--- src/hdl/vzb_pkg.sv ---
// Types and constants of the voxel z-buffer visibility block.
// No dependencies; used by the top level, vzb_front and vzb_back.
`default_nettype none

package vzb_pkg;

	// Input function codes
	localparam logic [1:0] FUNC_POSE  = 2'd0;
	localparam logic [1:0] FUNC_DEPTH = 2'd1;
	localparam logic [1:0] FUNC_VIS   = 2'd2;

	// Configuration register indexes
	localparam logic [2:0] REG_FOCAL_X   = 3'd0;
	localparam logic [2:0] REG_FOCAL_Y   = 3'd1;
	localparam logic [2:0] REG_CENTER_X  = 3'd2;
	localparam logic [2:0] REG_CENTER_Y  = 3'd3;
	localparam logic [2:0] REG_WIDTH     = 3'd4;
	localparam logic [2:0] REG_HEIGHT    = 3'd5;
	localparam logic [2:0] REG_DOWNSCALE = 3'd6;
	localparam logic [2:0] REG_TOLERANCE = 3'd7;

	// Register reset values
	localparam logic [31:0] RST_FOCAL_X   = 32'd32768000;
	localparam logic [31:0] RST_FOCAL_Y   = 32'd32768000;
	localparam logic [31:0] RST_CENTER_X  = 32'd20971520;
	localparam logic [31:0] RST_CENTER_Y  = 32'd15728640;
	localparam logic [12:0] RST_WIDTH     = 13'd640;
	localparam logic [12:0] RST_HEIGHT    = 13'd480;
	localparam logic [6:0]  RST_DOWNSCALE = 7'd4;
	localparam logic [31:0] RST_TOLERANCE = 32'd65536;

	localparam logic [3:0]  POSE_WORDS = 4'd12;
	localparam logic [31:0] FAR_DEPTH  = 32'hFFFF_FFFF;

	// Item class decided in the front end
	typedef enum logic [1:0] {
		K_POSE  = 2'd0,
		K_DEPTH = 2'd1,
		K_VIS   = 2'd2,
		K_NOP   = 2'd3
	} kind_t;

	typedef struct packed {
		kind_t       kind;
		logic        pose_ok;
		logic [3:0]  pose_index;
		logic [31:0] pose_value;
		logic [31:0] voxel_x;
		logic [31:0] voxel_y;
		logic [31:0] voxel_z;
	} item_t;

	typedef struct packed {
		logic [31:0] focal_x;
		logic [31:0] focal_y;
		logic [31:0] center_x;
		logic [31:0] center_y;
		logic [12:0] image_width;
		logic [12:0] image_height;
		logic [6:0]  downscale;
		logic [31:0] depth_tolerance;
	} cfg_t;

	typedef struct packed {
		logic        in_view;
		logic        visible;
		logic [14:0] cell_index;
		logic [31:0] camera_depth;
	} result_t;

endpackage

`default_nettype wire

--- src/hdl/vzb_front.sv ---
// Front end: input item queue and item classification.
// Depends on vzb_pkg.
`default_nettype none

module vzb_front (
	input  wire logic               clk,
	input  wire logic               arst_n,
	input  wire logic               push,
	output logic                    full,
	input  wire logic [1:0]         func,
	input  wire logic [3:0]         pose_index,
	input  wire logic [31:0]        pose_value,
	input  wire logic [31:0]        voxel_x,
	input  wire logic [31:0]        voxel_y,
	input  wire logic [31:0]        voxel_z,
	output logic                    q_valid,
	output vzb_pkg::item_t          q_item,
	input  wire logic               q_pop
);

	vzb_pkg::item_t item_c;
	vzb_pkg::item_t fifo_q [2];
	logic           wr_q;
	logic           rd_q;
	logic [1:0]     cnt_q;
	logic           push_ok;

	// Classify the incoming item
	always_comb begin
		item_c = '0;
		unique case (func)
			vzb_pkg::FUNC_POSE:  item_c.kind = vzb_pkg::K_POSE;
			vzb_pkg::FUNC_DEPTH: item_c.kind = vzb_pkg::K_DEPTH;
			vzb_pkg::FUNC_VIS:   item_c.kind = vzb_pkg::K_VIS;
			default:             item_c.kind = vzb_pkg::K_NOP;
		endcase
		item_c.pose_ok    = pose_index < vzb_pkg::POSE_WORDS;
		item_c.pose_index = pose_index;
		item_c.pose_value = pose_value;
		item_c.voxel_x    = voxel_x;
		item_c.voxel_y    = voxel_y;
		item_c.voxel_z    = voxel_z;
	end

	assign full    = cnt_q == 2'd2;
	assign push_ok = push && !full;
	assign q_valid = cnt_q != 2'd0;
	assign q_item  = fifo_q[rd_q];

	// Two-entry queue toward the back end
	always_ff @(posedge clk or negedge arst_n) begin
		if (!arst_n) begin
			wr_q  <= 1'b0;
			rd_q  <= 1'b0;
			cnt_q <= 2'd0;
		end else begin
			if (push_ok) begin
				wr_q <= ~wr_q;
			end
			if (q_pop) begin
				rd_q <= ~rd_q;
			end
			cnt_q <= cnt_q + {1'b0, push_ok} - {1'b0, q_pop};
		end
	end

	always_ff @(posedge clk) begin
		if (push_ok) begin
			fifo_q[wr_q] <= item_c;
		end
	end

endmodule

`default_nettype wire

--- config.mk ---
export PLATFORM = sky130hd
export DESIGN_NAME = vzb_front
export DESIGN_NICKNAME = d
export VERILOG_FILES = /design/src/hdl/vzb_pkg.sv /design/src/hdl/vzb_front.sv
export SDC_FILE = /design/constraint.sdc
export NUM_CORES = 1
export LEC_CHECK = 0
export BUFFER_PORTS_ARGS = -buffer_cell sky130_fd_sc_hd__buf_4
export CORE_MARGIN = 1.5
export CORE_UTILIZATION = 47
export DETAILED_ROUTE_END_ITERATION = 12
export GPL_TIMING_DRIVEN = 0
export HOLD_SLACK_MARGIN = 0.08
export PLACE_DENSITY = 0.76
export SYNTH_ARGS = -nofsm -noshare
export SYNTH_HDL_FRONTEND = slang
export SYNTH_SLANG_ARGS = --single-unit
--- constraint.sdc ---
create_clock -name clk -period 7.2 [get_ports clk]
set_input_delay 1.44 -clock clk [delete_from_list [all_inputs] [get_ports clk]]
set_output_delay 1.44 -clock clk [all_outputs]
set_load 0.02 [all_outputs]
# After elaboration in Yosys (flattened, before gate mapping)
# Memories as Yosys holds them, arrays and structs flattened.
# Index checks and enable logic that the tools add are counted.
totals:
  regBits: 4
  ram_bits: 270
  out_inout_bits: 137
  memories: 1
mem_list:
  columns: ["name", "depth", "width", "read_ports", "rd_clocked_by_memory_dff", "write_ports", "line_no", "source"]
  rows:
  - ["fifo_q", 2, 135, 1, 0, 1, "vzb_front.sv:22", "vzb_pkg::item_t fifo_q [2];"]
op_classes:
  n_addsub: 2
  order_cmp: 1
  eq_ne: 3
  n_mux: 3
  bitwise: 2
  n_reduce_logical: 4
op_table:
  columns: ["cell", "n"]
  rows:
  - ["$pmux 2 s3", 1]
  - ["$eq 2x2->1 const B", 2]
  - ["$lt 4x4->1 const B", 1]
  - ["$add 2x1->2", 1]
  - ["$eq 2x1->1 const B", 1]
  - ["$logic_not 2->1", 1]
  - ["$mux 1", 2]
  - ["$not 1->1", 2]
  - ["$reduce_bool 2->1", 1]
  - ["$sub 2x1->2", 1]
  - ["$logic_and 1x1->1", 1]
  - ["$logic_not 1->1", 1]

# Logic depth before layout (Yosys ltp)
depth:
  depth_word: 5
  depth_mapped: 7
  mapped_depth_nobuf: 7

# Worst setup path before layout
# Ideal clock, no wire load.
synth_path:
  kind: "input port to flip-flop"
  start: "input push"
  end: "memory fifo_q[0][0] in the netlist's numbering, enable pin"
  setup_time_ns: 0.631
  arrival_ns: 7.141
  setup_slack_ns: -0.572
  path_stages: 2
  path_cell_list: "nand2_1 -> nor2_1"
synth_between:
  elab_chain_len: 3
synth_rtl:
  columns: ["item", "line_no", "source"]
  rows:
  - ["start: declaration", "vzb_front.sv:8", "input wire logic push,"]
  - ["$logic_and 1x1->1", "vzb_front.sv:46", "assign push_ok = push && !full;"]
  - ["$mux 1", "vzb_front.sv:68", "if (push_ok) begin"]
  - ["$mux 1 (not written as such)", "vzb_front.sv:69", "fifo_q[wr_q] <= item_c;"]
  - ["end: declaration", "vzb_front.sv:22", null]
# Every way passes these cells.

==> impl_metrics.json <==
{
  "max_stage_delay_ns": 0.39,
  "synth_common_cells": "edfxtp_1, mux2_2, mux2_4",
  "synth-simple-area-share_pct": 0.2974,
  "drive_gt1_share_pct": 60.89,
  "min_period_ns": 3.321,
  "pin_count": 275,
  "max-cap-violations": 0,
  "status": "finished, final reports clean",
  "cts_resized": 0,
  "ant_nets": 0,
  "tritoncts": "done",
  "ys_seq_area_share_pct": 81.30,
  "clock_skew_ns": 0.006885,
  "wl_per_cell_um": 18.59,
  "synth_compound_area_share_pct": 0,
  "cp-end-kind": "output port",
  "clk_latency_ns": 0.52,
  "syn-cell-area_mm2": 0.01010,
  "postPlaceCellArea_mm2": 0.01261,
  "maxSlewViolCount": 0,
  "max_slew_margin_pct": 36.04,
  "grt_pass1_wl_um": 28810,
  "ys_ff_latch": 274,
  "dp.cells": 992,
  "diodes": 0,
  "dpl.hpwl_um": 13540,
  "die-width_um": 149.6,
  "synthDistinctLibCells": 16,
  "netlist_instances": 440,
  "synth_top_area_share_pct": 80.31,
  "h-tree-depth": 1,
  "clk_path_buf_depth": 3,
  "vias": 5097,
  "cts_setup_buffers": 0,
  "cts_root_buf": "clkbuf_16",
  "syn_to_final_growth_pct": 32.80,
  "fmaxAchievable_mhz": 301.1,
  "synth_top_cell_by_area": "edfxtp_1",
  "drt_wl_total_um": 19280,
  "power_mw": 5.645,
  "cts_buffers": 28,
  "worstPathArrival_ns": 1.88,
  "synthTopCellsByArea": "edfxtp_1, mux2_2, mux2_4",
  "setup_viol": 0,
  "final_area_mm2": 0.01341,
  "cp_max_fo": 10,
  "antenna_found_initial": 0,
  "path_cells": "buf_6 -> buf_2 -> mux2_2 -> buf_4",
  "clkTransAtPathRegs_ns": 0.06,
  "rrSetupSlack_ns": 4.80,
  "synth_most_common_cell": "edfxtp_1",
  "synthMuxAreaShare_pct": 16.54,
  "ys.flop_type": "edfxtp_1",
  "synth-edff-count": 270,
  "required_ns": 5.76,
  "die_area_mm2": 0.02237,
  "synth_area_per_cell_um2": 22.95,
  "finalHoldViolCount": 0,
  "via_per_inst": 4.915,
  "place.gp.congestion": 0.7059,
  "syn_nets": 580,
  "finalNetCount": 887,
  "rsz0062_at_grt": "no",
  "drcViolationCount": 0,
  "worst_path_dominant_cell_family": "buffers and inverters",
  "tns_ns": 0,
  "final_util_pct": 63.78,
  "p_per_area_mw_per_mm2": 421.0,
  "grt_pass1_vias": 5545,
  "synth_warnings": 0,
  "overflow": 0,
  "numClockSinks": 274,
  "num_rows": 53,
  "crit_path_start_kind": "register",
  "async_flop_share_pct": 1.460,
  "grt_max_degree": 70,
  "ir_drop_mv": 0.2293,
  "crit_buf_inv": 3,
  "hp-class": "register to register",
  "worstSetupPathType": "register to output port",
  "synth_top_family_by_area": "multiplexers",
  "drt_iter0_drc": 256,
  "initial_core_util_pct": 48.03,
  "dr.pass1.iters": 5,
  "final_cells": 1037,
  "core_mm2": 0.02102,
  "io_buffers": 272,
  "synth_fa_ha_area_share_pct": 0.2479,
  "dieHeight_um": 149.6,
  "cts_hold_buffers": 0,
  "power.static_leakage_nw": 5.128,
  "max_slew.worst_pin.slew_ns": 0.9594,
  "synth_xor_area_share_pct": 0.3470,
  "grt.total_usage_pct": 16.72,
  "critPathSlowestCell": "mux2_2",
  "finalCritPeriodShare_pct": 46.12
}
-- per-stage QoR --
stage / worst slack (ns) / hold slack [ns]
2_1_floorplan: 1.707 / 0.4604
5_1_grt: 3.793 / 0.5428
3_3_place_gp: 0.02762 / 0.4807
6_report: 3.879 / 0.4929
3_5_place_dp: 3.802 / 0.4884
4_1_cts: 3.810 / 0.5009
-- cell families (layout without fill, tap and decap cells) --
family	after synthesis	after routing
adders and majority gates	2	2
muxes	135	135
buffers and inverters	19	341
xor gates and xnor gates	4	4
DFF	274	274
and+or+nand+nor	6	6
-- state kept, by name, indices dropped and copies added (netlist names) --
name    cells
fifo_q    270
rd_q        1
cnt_q       2
wr_q        1
-- final cells by class --
type | count | area [um2]
sequential | 274 | 8208
inverter | 2 | 7.507
clock inverter | 11 | 53.80
tap | 275 | 344.1
buffer | 17 | 120.1
clock buffer | 34 | 744.5
multi-input combinational | 147 | 1773
fill | 1432 | 7614
timing repair buffer | 277 | 2157
-- path summary, 6_finish.rpt --
| kind | depth (start not counted) | start | end |
|---|---|---|---|
| min in group asynchronous | 1 | arst_n | cnt_q[0] |
| setup / recovery | 4 | rd_q | q_item[126] |
| setup reg to reg | 6 | cnt_q[0] | fifo_q[0][79] |
| hold / removal | 1 | cnt_q[1] | cnt_q[1] |
| hold reg to reg | 1 | cnt_q[1] | cnt_q[1] |
| max in group asynchronous | 1 | arst_n | rd_q |
-- metal layers --
layer	GRT usage [%]	vias to the layer above	wire, um
met4	5.594	0	525
met5	0.4545	-	0
li1	-	2349	-
met2	29.93	213	9989
met3	5.854	41	1888
met1	18.38	2494	6879
-- worst register-to-register path, delay by kind of cell (launching register included) --
family,cells,cell delay [ns]
DFF,1,0.37
buffers and inverters,3,0.74
and+or+nand+nor,3,0.97
-- placed cells by master, fill, tap and decap left out --
cell type / n
inv_6: 1
buf_12: 3
clkbuf_16: 29
mux2_4: 40
clkinvlp_4: 1
nand2_1: 2
or2_2: 1
clkinv_1: 6
edfxtp_1: 270
buf_6: 6
clkinv_2: 3
nand2b_1: 1
inv_1: 2
xor2_1: 1
clkbuf_1: 7
and3_4: 1
xnor2_1: 3
buf_2: 9
nor2_4: 1
ha_1: 2
buf_16: 2
dfrtp_1: 4
mux2_2: 95
buf_4: 272
-- power breakdown --
part / internal (mW) / total [mW] / switching [mW]
Sequential: 2.18 / 2.26 / 0.0824
Combinational: 0.987 / 2.12 / 1.13
Clock: 0.724 / 1.26 / 0.541
No activity file was read; power rests on OpenSTA's default activity.
